### config.mk
export PLATFORM = sky130hd
export DESIGN_NAME = xml_tag_tokenizer
export DESIGN_NICKNAME = d
export VERILOG_FILES = /design/src/rtl/xtt_pkg.sv /design/src/rtl/xtt_front.sv /design/src/rtl/xtt_queue.sv /design/src/rtl/xtt_back.sv /design/src/rtl/xml_tag_tokenizer.sv
export SDC_FILE = /design/constraint.sdc
export NUM_CORES = 1
export LEC_CHECK = 0
export BUFFER_PORTS_ARGS = -buffer_cell sky130_fd_sc_hd__buf_4
export CAP_MARGIN = 10
export CORE_MARGIN = 3
export CORE_UTILIZATION = 54
export DETAILED_ROUTE_END_ITERATION = 8
export GPL_TIMING_DRIVEN = 0
export HOLD_SLACK_MARGIN = 0.1
export PLACE_DENSITY = 0.84
export SETUP_SLACK_MARGIN = 0.1
export SKIP_LAST_GASP = 1
export SLEW_MARGIN = 20
export SYNTH_ARGS = -nofsm -noshare
export SYNTH_HDL_FRONTEND = slang
export SYNTH_HIERARCHICAL = 1
export SYNTH_SLANG_ARGS = --single-unit
### constraint.sdc
create_clock -name clock -period 3.1 [get_ports clock]
set_input_delay 0.31 -clock clock [delete_from_list [all_inputs] [get_ports clock]]
set_output_delay 0.31 -clock clock [all_outputs]
set_load 0.01 [all_outputs]
### src/rtl/xtt_pkg.sv
`timescale 1ns / 1ps
// -----------------------------------------------------------------------------
// xtt_pkg: shared types and constants of the tag tokenizer
// Character classes passed from the front end to the back end, the grammar
// phases, the event codes and the escape patterns.
// -----------------------------------------------------------------------------
package xtt_pkg;

   // Class of one request as seen by the grammar
   typedef enum logic [3:0] {
      CC_WS,      // whitespace: 9..13 and space
      CC_LT,      // '<'
      CC_GT,      // '>'
      CC_SLASH,   // '/'
      CC_NAME,    // letter, digit or '-'
      CC_EQ,      // '='
      CC_QUOTE,   // '"'
      CC_AMP,     // '&'
      CC_SEMI,    // ';'
      CC_MARK,    // '!' or '?'
      CC_OTHER,   // any other byte
      CC_END      // end of input, no byte
   } cls_type;

   // One classified request as it sits in the queue
   typedef struct packed {
      logic [7:0] char_v;
      cls_type    cls;
   } tok_type;

   // Position in the tag grammar
   typedef enum logic [3:0] {
      PH_IDLE,
      PH_LT,
      PH_TAGNAME,
      PH_ATTRS,
      PH_ANAME,
      PH_PREEQ,
      PH_POSTEQ,
      PH_VALUE,
      PH_ESC,
      PH_SLASH,
      PH_ENAME,
      PH_EWS,
      PH_SKIP
   } phase_type;

   // Event codes on the result channel
   typedef enum logic [3:0] {
      EV_TAGCH  = 4'd0,
      EV_ENDCH  = 4'd1,
      EV_ATTRCH = 4'd2,
      EV_VALCH  = 4'd3,
      EV_START  = 4'd4,
      EV_EMPTY  = 4'd5,
      EV_ENDTAG = 4'd6,
      EV_ATTR   = 4'd7,
      EV_ERROR  = 4'd8,
      EV_EOS    = 4'd9
   } event_type;

   // Escape bodies, newest character in the low byte
   localparam logic [23:0] ESC_LT  = 24'h00_6C_74;   // "lt"
   localparam logic [23:0] ESC_GT  = 24'h00_67_74;   // "gt"
   localparam logic [23:0] ESC_AMP = 24'h61_6D_70;   // "amp"
   localparam logic [1:0]  ESC_MAX = 2'd3;

   localparam logic [7:0] CH_LT  = 8'h3C;
   localparam logic [7:0] CH_GT  = 8'h3E;
   localparam logic [7:0] CH_AMP = 8'h26;

endpackage

### src/rtl/xtt_front.sv
`timescale 1ns / 1ps
// -----------------------------------------------------------------------------
// xtt_front: request classifier
// Sorts each incoming byte, or the end marker, into a grammar class.
// -----------------------------------------------------------------------------
module xtt_front
   import xtt_pkg::*;
(
   input  logic [7:0] byte_in,
   input  logic       is_end,
   output tok_type    tok
);

   cls_type cls;

   always_comb begin
      if (is_end) begin
         cls = CC_END;
      end else begin
         case (byte_in) inside
            8'd32, [8'd9:8'd13]:                    cls = CC_WS;
            8'h3C:                                  cls = CC_LT;
            8'h3E:                                  cls = CC_GT;
            8'h2F:                                  cls = CC_SLASH;
            ["a":"z"], ["A":"Z"], ["0":"9"], 8'h2D: cls = CC_NAME;
            8'h3D:                                  cls = CC_EQ;
            8'h22:                                  cls = CC_QUOTE;
            8'h26:                                  cls = CC_AMP;
            8'h3B:                                  cls = CC_SEMI;
            8'h21, 8'h3F:                           cls = CC_MARK;
            default:                                cls = CC_OTHER;
         endcase
      end
   end

   assign tok.char_v = byte_in;
   assign tok.cls    = cls;

endmodule

### src/rtl/xtt_queue.sv
`timescale 1ns / 1ps
// -----------------------------------------------------------------------------
// xtt_queue: small request queue
// Holds classified requests between the front end and the back end.
// -----------------------------------------------------------------------------
module xtt_queue
   import xtt_pkg::*;
#(
   parameter int DEPTH = 2
)(
   input  logic    clock,
   input  logic    reset,
   input  logic    push,
   input  tok_type push_tok,
   output logic    not_full,
   input  logic    pop,
   output logic    not_empty,
   output tok_type pop_tok
);

   localparam int PTR_W = (DEPTH > 1) ? $clog2(DEPTH) : 1;
   localparam int CNT_W = $clog2(DEPTH + 1);

   tok_type            mem [DEPTH];
   logic [PTR_W-1:0]   wr_ptr_ff, wr_ptr_in;
   logic [PTR_W-1:0]   rd_ptr_ff, rd_ptr_in;
   logic [CNT_W-1:0]   count_ff, count_in;

   assign not_full  = (count_ff != CNT_W'(DEPTH));
   assign not_empty = (count_ff != '0);
   assign pop_tok   = mem[rd_ptr_ff];

   always_comb begin
      wr_ptr_in = wr_ptr_ff;
      rd_ptr_in = rd_ptr_ff;
      count_in  = count_ff;
      if (push) begin
         wr_ptr_in = (wr_ptr_ff == PTR_W'(DEPTH - 1)) ? '0 : wr_ptr_ff + 1'b1;
      end
      if (pop) begin
         rd_ptr_in = (rd_ptr_ff == PTR_W'(DEPTH - 1)) ? '0 : rd_ptr_ff + 1'b1;
      end
      if (push && !pop) begin
         count_in = count_ff + 1'b1;
      end else if (pop && !push) begin
         count_in = count_ff - 1'b1;
      end
   end

   always_ff @(posedge clock) begin
      if (push) begin
         mem[wr_ptr_ff] <= push_tok;
      end
   end

   always_ff @(posedge clock) begin
      if (reset) begin
         wr_ptr_ff <= '0;
         rd_ptr_ff <= '0;
         count_ff  <= '0;
      end else begin
         wr_ptr_ff <= wr_ptr_in;
         rd_ptr_ff <= rd_ptr_in;
         count_ff  <= count_in;
      end
   end

endmodule

### src/rtl/xtt_back.sv
`timescale 1ns / 1ps
// -----------------------------------------------------------------------------
// xtt_back: grammar engine and result register
// Runs the tag grammar on one classified request per cycle while the result
// register is free or emptying, decodes escapes and holds events until taken.
// -----------------------------------------------------------------------------
module xtt_back
   import xtt_pkg::*;
(
   input  logic       clock,
   input  logic       reset,
   input  logic       tok_valid,
   input  tok_type    tok,
   output logic       tok_pop,
   output logic       rsp_valid,
   input  logic       rsp_ready,
   output logic [3:0] rsp_event_res,
   output logic [7:0] rsp_char_value
);

   phase_type   phase_ff, phase_in;
   logic [23:0] ebuf_ff, ebuf_in;
   logic [1:0]  ecnt_ff, ecnt_in;
   logic        err_ff, err_in;

   logic        rsp_valid_ff;
   event_type   ev_ff;
   logic [7:0]  ch_ff;

   logic        hit, fail;
   event_type   ev;
   logic [7:0]  ch;

   // outcome of a character in attribute position, shared by several phases
   phase_type   a_phase;
   logic        a_hit, a_fail;
   event_type   a_ev;

   assign tok_pop = tok_valid && (!rsp_valid_ff || rsp_ready);

   always_comb begin
      a_phase = PH_ATTRS;
      a_hit   = 1'b0;
      a_fail  = 1'b0;
      a_ev    = EV_ERROR;
      case (tok.cls)
         CC_WS:    a_phase = PH_ATTRS;
         CC_SLASH: a_phase = PH_SLASH;
         CC_GT: begin
            a_phase = PH_IDLE;
            a_hit   = 1'b1;
            a_ev    = EV_START;
         end
         CC_NAME: begin
            a_phase = PH_ANAME;
            a_hit   = 1'b1;
            a_ev    = EV_ATTRCH;
         end
         CC_EQ:    a_phase = PH_POSTEQ;
         default:  a_fail  = 1'b1;
      endcase
   end

   always_comb begin
      phase_in = phase_ff;
      ebuf_in  = ebuf_ff;
      ecnt_in  = ecnt_ff;
      err_in   = err_ff;
      hit      = 1'b0;
      fail     = 1'b0;
      ev       = EV_ERROR;
      ch       = '0;

      if (err_ff) begin
         hit = 1'b1;
      end else if (tok.cls == CC_END) begin
         if (phase_ff == PH_IDLE) begin
            hit = 1'b1;
            ev  = EV_EOS;
         end else begin
            fail = 1'b1;
         end
      end else begin
         case (phase_ff)
            PH_IDLE: begin
               if (tok.cls == CC_LT) begin
                  phase_in = PH_LT;
               end else if (tok.cls != CC_WS) begin
                  fail = 1'b1;
               end
            end
            PH_LT, PH_TAGNAME: begin
               if (phase_ff == PH_LT && tok.cls == CC_SLASH) begin
                  phase_in = PH_ENAME;
               end else if (phase_ff == PH_LT && tok.cls == CC_MARK) begin
                  phase_in = PH_SKIP;
               end else if (tok.cls == CC_NAME) begin
                  phase_in = PH_TAGNAME;
                  hit      = 1'b1;
                  ev       = EV_TAGCH;
                  ch       = tok.char_v;
               end else begin
                  phase_in = a_phase;
                  hit      = a_hit;
                  fail     = a_fail;
                  ev       = a_ev;
                  ch       = (a_ev == EV_ATTRCH) ? tok.char_v : '0;
               end
            end
            PH_ATTRS: begin
               phase_in = a_phase;
               hit      = a_hit;
               fail     = a_fail;
               ev       = a_ev;
               ch       = (a_ev == EV_ATTRCH) ? tok.char_v : '0;
            end
            PH_ANAME: begin
               case (tok.cls)
                  CC_NAME: begin
                     hit = 1'b1;
                     ev  = EV_ATTRCH;
                     ch  = tok.char_v;
                  end
                  CC_WS:   phase_in = PH_PREEQ;
                  CC_EQ:   phase_in = PH_POSTEQ;
                  default: fail     = 1'b1;
               endcase
            end
            PH_PREEQ: begin
               if (tok.cls == CC_EQ) begin
                  phase_in = PH_POSTEQ;
               end else if (tok.cls != CC_WS) begin
                  fail = 1'b1;
               end
            end
            PH_POSTEQ: begin
               if (tok.cls == CC_QUOTE) begin
                  phase_in = PH_VALUE;
               end else if (tok.cls != CC_WS) begin
                  fail = 1'b1;
               end
            end
            PH_VALUE: begin
               if (tok.cls == CC_QUOTE) begin
                  phase_in = PH_ATTRS;
                  hit      = 1'b1;
                  ev       = EV_ATTR;
               end else if (tok.cls == CC_AMP) begin
                  phase_in = PH_ESC;
                  ebuf_in  = '0;
                  ecnt_in  = '0;
               end else begin
                  hit = 1'b1;
                  ev  = EV_VALCH;
                  ch  = tok.char_v;
               end
            end
            PH_ESC: begin
               if (tok.cls == CC_SEMI) begin
                  // decode the collected escape body
                  if (ecnt_ff == 2'd2 && ebuf_ff == ESC_LT) begin
                     ch = CH_LT;
                  end else if (ecnt_ff == 2'd2 && ebuf_ff == ESC_GT) begin
                     ch = CH_GT;
                  end else if (ecnt_ff == ESC_MAX && ebuf_ff == ESC_AMP) begin
                     ch = CH_AMP;
                  end else begin
                     fail = 1'b1;
                  end
                  phase_in = PH_VALUE;
                  ebuf_in  = '0;
                  ecnt_in  = '0;
                  hit      = 1'b1;
                  ev       = EV_VALCH;
               end else if (ecnt_ff == ESC_MAX) begin
                  fail = 1'b1;
               end else begin
                  ebuf_in = {ebuf_ff[15:0], tok.char_v};
                  ecnt_in = ecnt_ff + 1'b1;
               end
            end
            PH_SLASH: begin
               if (tok.cls == CC_GT) begin
                  phase_in = PH_IDLE;
                  hit      = 1'b1;
                  ev       = EV_EMPTY;
               end else begin
                  fail = 1'b1;
               end
            end
            PH_ENAME, PH_EWS: begin
               if (phase_ff == PH_ENAME && tok.cls == CC_NAME) begin
                  hit = 1'b1;
                  ev  = EV_ENDCH;
                  ch  = tok.char_v;
               end else if (tok.cls == CC_WS) begin
                  phase_in = PH_EWS;
               end else if (tok.cls == CC_GT) begin
                  phase_in = PH_IDLE;
                  hit      = 1'b1;
                  ev       = EV_ENDTAG;
               end else begin
                  fail = 1'b1;
               end
            end
            PH_SKIP: begin
               if (tok.cls == CC_GT) begin
                  phase_in = PH_IDLE;
               end
            end
            default: fail = 1'b1;
         endcase
      end

      if (fail) begin
         hit    = 1'b1;
         ev     = EV_ERROR;
         ch     = '0;
         err_in = 1'b1;
      end
   end

   always_ff @(posedge clock) begin
      if (reset) begin
         phase_ff     <= PH_IDLE;
         ebuf_ff      <= '0;
         ecnt_ff      <= '0;
         err_ff       <= 1'b0;
         rsp_valid_ff <= 1'b0;
      end else begin
         if (tok_pop) begin
            phase_ff     <= phase_in;
            ebuf_ff      <= ebuf_in;
            ecnt_ff      <= ecnt_in;
            err_ff       <= err_in;
            rsp_valid_ff <= hit;
         end else if (rsp_ready) begin
            rsp_valid_ff <= 1'b0;
         end
      end
   end

   always_ff @(posedge clock) begin
      if (tok_pop) begin
         ev_ff <= ev;
         ch_ff <= ch;
      end
   end

   assign rsp_valid      = rsp_valid_ff;
   assign rsp_event_res  = ev_ff;
   assign rsp_char_value = ch_ff;

endmodule

### src/rtl/xml_tag_tokenizer.sv
`timescale 1ns / 1ps
// -----------------------------------------------------------------------------
// xml_tag_tokenizer: byte-serial tokenizer for tag-only XML
// Recognises start, end and empty-element tags with double-quoted attributes,
// reports each name or value character as it arrives, decodes the lt, gt and
// amp escapes and skips markup that opens with "<!" or "<?".
//
//   Channel   Direction  Handshake              Payload
//   req       in         req_valid/req_ready    req_byte_in[7:0], req_is_end
//   rsp       out        rsp_valid/rsp_ready    rsp_event_res[3:0], rsp_char_value[7:0]
//
// Cycles: one request per clock sustained; a request is written into the queue
//   and then passes through the grammar engine into the result register, which
//   presents its event, if it has one, on rsp.
// The rate is set by the grammar engine, which retires one queued request a
//   cycle whenever the result register is free or being emptied.
// Reset: synchronous, active high; clears the queue, the phase, the escape
//   state and the sticky error flag.
// Stalls: a held rsp_ready stops the engine only; the queue keeps taking
//   requests until it is full, then drops req_ready.
// -----------------------------------------------------------------------------
module xml_tag_tokenizer
   import xtt_pkg::*;
#(
   parameter int QUEUE_DEPTH = 2
)(
   input  logic       clock,
   input  logic       reset,

   input  logic       req_valid,
   output logic       req_ready,
   input  logic [7:0] req_byte_in,
   input  logic       req_is_end,

   output logic       rsp_valid,
   input  logic       rsp_ready,
   output logic [3:0] rsp_event_res,
   output logic [7:0] rsp_char_value
);

   tok_type in_tok;    // classified request from the front end
   tok_type q_tok;     // oldest request in the queue
   logic    q_not_full;
   logic    q_not_empty;
   logic    q_pop;

   // Classify the byte as it arrives
   xtt_front u_front (
      .byte_in (req_byte_in),
      .is_end  (req_is_end),
      .tok     (in_tok)
   );

   // Hold classified requests; readiness comes from the fill level alone
   assign req_ready = q_not_full;

   xtt_queue #(
      .DEPTH (QUEUE_DEPTH)
   ) u_queue (
      .clock     (clock),
      .reset     (reset),
      .push      (req_valid && q_not_full),
      .push_tok  (in_tok),
      .not_full  (q_not_full),
      .pop       (q_pop),
      .not_empty (q_not_empty),
      .pop_tok   (q_tok)
   );

   // Advance the grammar and register the event
   xtt_back u_back (
      .clock          (clock),
      .reset          (reset),
      .tok_valid      (q_not_empty),
      .tok            (q_tok),
      .tok_pop        (q_pop),
      .rsp_valid      (rsp_valid),
      .rsp_ready      (rsp_ready),
      .rsp_event_res  (rsp_event_res),
      .rsp_char_value (rsp_char_value)
   );

endmodule
==> results.env, run 1 <==
DIE-HEIGHT_MICRONS=94.6
YS_ASYNC_SR_FRACTION=0
REPORTED_MAX_CAP_VIOLATION_COUNT=0
CLOCK_INSERTION_DELAY_WORST_SKEW_PS=350
SYNTH-SEQ-AREA-SHARE=0.430
SETUP_REPAIR_AFTER_GLOBAL_ROUTING_MISSED_ITS_MARGIN='false'
NUMBER_OF_PLACEMENT_ROWS=31
TIMING_MAX_TRANSITION_VIOLATIONS_FINAL=0
POSTROUTEWIRELENGTH_MICRONS=10200
MIN-DELAY-START='req_byte_in[0]'
VIAS_IN_THE_FIRST_GLOBAL_ROUTE=3374
POWER_W=0.00303
FLOORPLAN.CORE_AREA_SQ_MM=0.00745
STATUS='finished clean'
POST_SYNTHESIS_NET_COUNT=477
DRIVE_ABOVE_1_SHARE=0.191
STARTPOINT_TYPE_OF_THE_WORST_SETUP_PATH='flip-flop'
CRITICAL-PATH-SLOWEST-CELL='sky130_fd_sc_hd__nor4b_4'
TRITONCTS_BUFFERS=9
NUM-NETS-FINAL=514
CLOCK_POWER_SHARE=0.240
CTS.REPORTEDPATHS.CLKPINSLEW_PS=80
SYN-MEAN-INSTANCE-AREA_SQ_UM=9.20
ROUTE.DETAILED.DRC=0
POWER.LEAKAGE_nW=1.76
WORSTREGTOREGCELLS=8
SYNTH_TOP_AREA_CELL='sky130_fd_sc_hd__edfxtp_1'
GRT_FIRST_PASS_WIRELENGTH_MICRONS=16600
SYNTH_TOP_AREA_SHARE=0.255
CLOCK_TREE_FROM_TRITONCTS='built'
FINALCRITPERIODSHARE=0.928
MIN_DELAY_PATH_DEPTH=1
FINAL.FILL_COUNT=593
INITIAL_ANTENNA_VIOLATION_COUNT=0
CRITICAL_PATH_CLASS='reg -> reg'
CRIT_PATH_MAX_INCR_DELAY_PS=440
TIMING.RR.END='u_back/rsp_event_res[3]$_SDFFCE_PP1P_'
SYNTHESIS.AREA_SQ_MM=0.00424
LAYOUT-AREA-OVERHEAD-VS-SYNTH_PCT=13.5
NETLIST_INSTANCES=461
GLOBALPLACE.CONGESTION=0.976
VDD_IR_DROP_MAX_mV=0.624
SYNTH-WARNING-COUNT=6
DESIGN.PORTCOUNT=27
MAX_SLEW.WORST_PIN.SLEW_PS=895
NUMPORTBUFFERS=23
FINAL.HOLD.WORST_SLACK_PS=143
START_UTIL=0.569
SETUP.WORST_PATH.END_CLASS='flip-flop'
CTS.SINKS=73
GROUTE.USAGE.OVERALL=0.239
SHARE_COMB_OF_TOTAL_POWER=0.349
NET-SWITCHING-POWER_W=0.00105
SETUP_VIOL=0
CTS_ROOT_BUFFER='sky130_fd_sc_hd__clkbuf_8'
CELL_INTERNAL_PWR_W=0.00197
SLEW-LIMIT-HEADROOM=0.395
ANTENNA-DIODE-COUNT=0
AVGROUTEDWIREPERCELL_MICRONS=17.0
CP.REQUIRED_PS=3200
YS_DOMINANT_REG_CELL='sky130_fd_sc_hd__dfxtp_1'
DRT-INITIAL-DRC-COUNT=446
TOTAL_CONGESTION_OVERFLOW_AFTER_GLOBAL_ROUTING=0
POST-DP-HPWL_MICRONS=7220
FINAL.MIN_CLOCK_PERIOD_PS=2880
HIGHEST_CLOCK_RATE_GHz=0.348
NETLIST-CELL-TYPE-COUNT=69
YOSYS_REGISTER_BITS=73
SYNTH.TOP_CELLS.BY_COUNT='sky130_fd_sc_hd__nor2_1 (52), sky130_fd_sc_hd__a21oi_1 (43), sky130_fd_sc_hd__dfxtp_1 (37), sky130_fd_sc_hd__edfxtp_1 (36), sky130_fd_sc_hd__nand2_1 (29)'
VIASPERCELL=6.21
DRT-PASS1-ITER-COUNT=6
SYNTH_ENABLE_FLOP_CELLS=36
CLK_PATH_BUF_DEPTH=2
SYNTH.AREA.TOP_CELLS='sky130_fd_sc_hd__edfxtp_1 (26%), sky130_fd_sc_hd__dfxtp_1 (17%), sky130_fd_sc_hd__a21oi_1 (5.1%), sky130_fd_sc_hd__nor2_1 (4.6%), sky130_fd_sc_hd__and3_1 (4.0%)'
CP_CELL_SEQUENCE='buf_6, mux2_1, buf_2, nor4b_4, nor2_2, a2111oi_4, nand4_2, or2_1'
GRT_MAX_DEGREE=15
POWER.DENSITY_mW_PER_MM2=629
FF2FF_SETUP_SLACK_PS=220
SEQPWRFRAC=0.411
CTS-HTREE-LEVELS=3
NETSWITCHINGFRACTION=0.348
DIE_AREA_SQ_MM=0.00895
HOLD_VIOL_FINAL=0
DETAIL-ROUTE-ANTENNA-NETS=0
DR_TOTAL_VIAS=3737
WORST-ENDPOINT-ARRIVAL_PS=2980
WHS_ENDPOINT='u_queue/mem[1][4]$_DFFE_PP_'
WORSTHOLDPATHTYPE='in -> reg'
TIMING.CRITICAL_PATH.FANOUT_MAX=10
SKEW_PS=12.3
SYNTH.MOST_COMMON_CELL='sky130_fd_sc_hd__nor2_1'
DIE_W_MICRONS=94.6
[registers in the layout (all words and copies together) (netlist names), named ones only]
register               flops
u_back/phase_ff            4
u_back/ecnt_ff             2
u_back/rsp_valid           1
u_back/rsp_event_res       4
u_queue/count_ff           2
u_queue/rd_ptr_ff          1
u_back/err_ff              1
u_back/ebuf_ff            24
u_back/rsp_char_value      8
u_queue/mem               24
u_queue/wr_ptr_ff          1
[critical path, delay by kind of cell (launching register included)]
kind,cells,cell delay (ps)
DFF,1,370
buffers and inverters,2,380
muxes,1,360
AOI/OAI and AO/OA,1,440
and+or+nand+nor,4,1080
[cells in the final DEF, fill, tap and decap left out, types with 5 or more instances in the layout]
cell type,n
sky130_fd_sc_hd__nor3b_1,5
sky130_fd_sc_hd__nand2_1,29
sky130_fd_sc_hd__nand2b_1,6
sky130_fd_sc_hd__a21oi_1,43
sky130_fd_sc_hd__o211ai_1,8
sky130_fd_sc_hd__nor4_1,6
sky130_fd_sc_hd__inv_1,12
sky130_fd_sc_hd__or3_1,8
sky130_fd_sc_hd__nand4b_1,8
sky130_fd_sc_hd__clkbuf_8,9
sky130_fd_sc_hd__edfxtp_1,36
sky130_fd_sc_hd__nor3_1,9
sky130_fd_sc_hd__a21oi_2,6
sky130_fd_sc_hd__o21ai_0,14
sky130_fd_sc_hd__clkbuf_1,21
sky130_fd_sc_hd__buf_2,6
sky130_fd_sc_hd__buf_4,33
sky130_fd_sc_hd__nand3_1,9
sky130_fd_sc_hd__and3_1,27
sky130_fd_sc_hd__nor2_1,51
sky130_fd_sc_hd__buf_6,5
sky130_fd_sc_hd__mux2_1,8
sky130_fd_sc_hd__and2_1,5
sky130_fd_sc_hd__dfxtp_1,36
[per-stage QoR]
stage	setup TNS (ps)	setup WS, ps	instances	cell area, sq um	util
2_1_floorplan	0	330	461	4240	-
3_3_place_gp	-1040	-158	583	4540	0.609
3_5_place_dp	-1070	-145	584	4550	0.611
4_1_cts	0	114	601	4790	0.643
5_1_grt	0	104	602	4810	0.646
6_report	0	224	602	4810	0.646
[power by group through the flow]
stage,logic (W),clock network (W),registers [W]
global route,0.00115,0.000787,0.00126
detailed placement,0.000989,0,0.00126
global placement,0.000934,0,0.00126
finish,0.00106,0.000725,0.00124
floorplan,0.000643,0,0.00128
CTS,0.00103,0.000744,0.00124
[worst max path at each step]
stage | cells after the start | to | start
global route | 8 | u_back/rsp_event_res[3]$_SDFFCE_PP1P_ | flip-flop
detailed placement | 8 | u_back/rsp_event_res[3]$_SDFFCE_PP1P_ | flip-flop
floorplan | 9 | u_back/rsp_event_res[3]$_SDFFCE_PP1P_ | flip-flop
global placement | 8 | u_back/rsp_event_res[3]$_SDFFCE_PP1P_ | flip-flop
finish | 8 | u_back/rsp_event_res[3]$_SDFFCE_PP1P_ | flip-flop
CTS | 9 | u_back/rsp_event_res[3]$_SDFFCE_PP1P_ | flip-flop
[routing by layer]
layer | share of wire | GRT usage
met1 | 0.43 | 0.317
met2 | 0.47 | 0.385
met3 | 0.076 | 0.0590
met4 | 0.020 | 0.0769
met5 | 0 | 0
[cell families after synthesis]
group	Yosys count	synth area share
buf+inv	55	0.0649
mux	12	0.0319
fa+ha+maj	3	0.00886
xor+xnor	7	0.0145
simple gates	199	0.265
flops	73	0.430
compound gates	112	0.185
[final cells by class]
class                           instances  area [sq um]  share of cell area
Sequential cell                        73          1820               0.379
Multi-Input combinational cell        333          2180               0.454
Tap cell                               99           124              0.0257
Buffer                                 43           236              0.0492
Clock buffer                           10           149              0.0309
Timing Repair Buffer                   26           203              0.0421
Clock inverter                          6          48.8              0.0101
Inverter                               12          45.0             0.00936
[repair_timing]
item	4_1_cts	5_1_grt
hold buffers	0	0
setup buffers	1	1
gates resized for setup	7	4
setup endpoints to repair	15	30
pin swaps	1	3
No activity file was read; power rests on OpenSTA's default activity.
==> run 2: changes to the inputs <==
--- a/config.mk
+++ b/config.mk
@@ -13,6 +13,7 @@
 export GPL_TIMING_DRIVEN = 0
 export HOLD_SLACK_MARGIN = 0.1
 export PLACE_DENSITY = 0.84
+export REMOVE_ABC_BUFFERS = 1
 export SETUP_SLACK_MARGIN = 0.1
 export SKIP_LAST_GASP = 1
 export SLEW_MARGIN = 20
==> run 2 against run 1 <==
Effect of this change: die area unchanged; worst hold slack better by 35 ps; routed wire length down 10%; power down 3.1%; via count down 6.2%; sequential cell count unchanged; sequential power up 4%; cell area down 4.0%.
==> results.env, run 2 (synthesized netlist as in run 1, its figures left out) <==
TIMING_MAX_TRANSITION_VIOLATIONS_FINAL=0
VDD_IR_DROP_MAX_mV=0.566
LAYOUT-AREA-OVERHEAD-VS-SYNTH_PCT=8.97
DESIGN.PORTCOUNT=27
SKEW_PS=8.00
CP.REQUIRED_PS=3280
POSTROUTEWIRELENGTH_MICRONS=9180
INITIAL_ANTENNA_VIOLATION_COUNT=0
GRT_FIRST_PASS_WIRELENGTH_MICRONS=15400
DIE_AREA_SQ_MM=0.00895
POWER_W=0.00293
FLOORPLAN.CORE_AREA_SQ_MM=0.00745
POST-DP-HPWL_MICRONS=5970
WORSTHOLDPATHTYPE='in -> reg'
DETAIL-ROUTE-ANTENNA-NETS=0
CLK_PATH_BUF_DEPTH=2
ROUTE.DETAILED.DRC=0
TIMING.CRITICAL_PATH.FANOUT_MAX=22
ANTENNA-DIODE-COUNT=0
SETUP.WORST_PATH.END_CLASS='flip-flop'
SLEW-LIMIT-HEADROOM=0.327
HOLD_VIOL_FINAL=0
POSTLAYOUTCELLAREA_SQ_MM=0.00462
CTS_ROOT_BUFFER='sky130_fd_sc_hd__clkbuf_8'
DIE_W_MICRONS=94.6
START_UTIL=0.569
MOSTFREQUENTLAYOUTCELL='sky130_fd_sc_hd__nor2_1'
WORST-ENDPOINT-ARRIVAL_PS=3030
DPL_CELL_AREA_SQ_MM=0.00435
DIE-HEIGHT_MICRONS=94.6
CLOCK_TREE_FROM_TRITONCTS='built'
DRIVE_ABOVE_1_SHARE=0.170
GROUTE.USAGE.OVERALL=0.213
STATUS='finished clean'
CTS.SINKS=73
GLOBALPLACE.CONGESTION=0.857
CTS.REPORTEDPATHS.CLKPINSLEW_PS=80
GRT_MAX_DEGREE=37
TOTAL_CONGESTION_OVERFLOW_AFTER_GLOBAL_ROUTING=0
VIAS_IN_THE_FIRST_GLOBAL_ROUTE=3249
REPORTED_MAX_CAP_VIOLATION_COUNT=0
SETUP_REPAIR_AFTER_GLOBAL_ROUTING_MISSED_ITS_MARGIN='false'
DRT-PASS1-ITER-COUNT=5
SETUP_VIOL=0
HIGHEST_CLOCK_RATE_GHz=0.351
LAYOUT.CELLS.MOST_COMMON_LIST='sky130_fd_sc_hd__nor2_1 (51), sky130_fd_sc_hd__a21oi_1 (43), sky130_fd_sc_hd__dfxtp_1 (36), sky130_fd_sc_hd__edfxtp_1 (36)'
NUMPORTBUFFERS=26
FINAL.MIN_CLOCK_PERIOD_PS=2850
CLOCK_INSERTION_DELAY_WORST_SKEW_PS=340
NUMBER_OF_PLACEMENT_ROWS=31
FINALCRITPERIODSHARE=0.918
MAX_SLEW.WORST_PIN.SLEW_PS=1010
NUM-NETS-FINAL=475
AVGROUTEDWIREPERCELL_MICRONS=16.3
POWER.DENSITY_mW_PER_MM2=635
STARTPOINT_TYPE_OF_THE_WORST_SETUP_PATH='flip-flop'
DRT-INITIAL-DRC-COUNT=508
TRITONCTS_BUFFERS=9
CRITICAL_PATH_CLASS='reg -> reg'
CTS-HTREE-LEVELS=3
VIASPERCELL=6.22
POWER.LEAKAGE_nW=1.66
DR_TOTAL_VIAS=3504
run 2: cell count changes in the layout (fill, tap and decap cells not counted), moves of 2 or more:
| cell | previous run | this run |
|---|---|---|
| sky130_fd_sc_hd__buf_2 | 6 | 0 |
| sky130_fd_sc_hd__mux2_2 | 4 | 1 |
| sky130_fd_sc_hd__nor2b_1 | 4 | 6 |
| sky130_fd_sc_hd__mux2_4 | 0 | 4 |
| sky130_fd_sc_hd__buf_4 | 33 | 29 |
| sky130_fd_sc_hd__buf_1 | 3 | 0 |
| sky130_fd_sc_hd__clkbuf_1 | 21 | 0 |
| sky130_fd_sc_hd__buf_6 | 5 | 0 |
| sky130_fd_sc_hd__nor2b_2 | 3 | 1 |
run 2: power by group:
| group | internal [W] | switching [W] | leakage [nW] | total, W |
|---|---|---|---|---|
| logic | 0.000379 | 0.000541 | 0.927 | 0.000920 |
| registers | 0.00119 | 0.0000944 | 0.635 | 0.00129 |
| clock network | 0.000372 | 0.000356 | 0.101 | 0.000728 |
| total | 0.00194 | 0.000992 | 1.66 | 0.00293 |
run 2: cell type report:
cell class	count	area, sq um
Timing Repair Buffer	30	233
Clock buffer	9	124
Fill cell	634	2830
Inverter	12	45.0
Sequential cell	73	1830
Tap cell	99	124
Clock inverter	7	70.1
Multi-Input combinational cell	333	2200
run 2: final timing paths:
| kind | start | to | slack (ps) | depth (start not counted) |
|---|---|---|---|---|
| worst min register to register | u_back/ebuf_ff[19]$_SDFFE_PP0P_ | u_back/ebuf_ff[19]$_SDFFE_PP0P_ | 480 | 2 |
| worst max register to register | flip-flop | u_back/rsp_char_value[1]$_SDFFCE_PP0P_ | 250 | 8 |
| worst min-delay path | req_byte_in[5] | u_queue/mem[1][9]$_DFFE_PP_ | 180 | 1 |
| worst max-delay path | flip-flop | u_back/rsp_char_value[1]$_SDFFCE_PP0P_ | 250 | 8 |
run 2: critical path, cell delays in order (launching register included):
cell and delay (ps):
sky130_fd_sc_hd__dfxtp_4 470, sky130_fd_sc_hd__mux2_4 440, sky130_fd_sc_hd__nor4_1 470, sky130_fd_sc_hd__nor2_1 80, sky130_fd_sc_hd__a32o_1 270, sky130_fd_sc_hd__a2111oi_4 420
sky130_fd_sc_hd__nand4_4 170, sky130_fd_sc_hd__buf_4 220, sky130_fd_sc_hd__nor2_1 150
run 2: per-stage QoR:
| step | setup slack, ps | util | hold WS [ps] | setup TNS, ps | cells |
|---|---|---|---|---|---|
| detailed placement | -759 | 0.584 | 472 | -7890 | 544 |
| global route | 141 | 0.620 | 162 | 0 | 563 |
| global placement | -832 | 0.581 | 455 | -18030 | 543 |
| floorplan | -156 | - | 379 | -156 | 418 |
| finish | 254 | 0.620 | 178 | 0 | 563 |
| CTS | 110 | 0.617 | 173 | 0 | 563 |
run 2: routing by layer:
metal / vias up / track usage / routed length (microns)
met2: 140 / 0.326 / 4420
met1: 1668 / 0.285 / 3950
li1: 1684 / - / -
met4: 0 / 0.0950 / 132
met3: 12 / 0.0518 / 677
met5: - / 0 / 0
run 2: repair_timing:
action / 4_1_cts / 5_1_grt
setup buffers: 3 / 0
pin swaps: 2 / 0
hold buffers: 0 / 0
gates resized for setup: 9 / 4
endpoints found under the hold margin: 0 / 0
endpoints found under the setup margin: 43 / 42
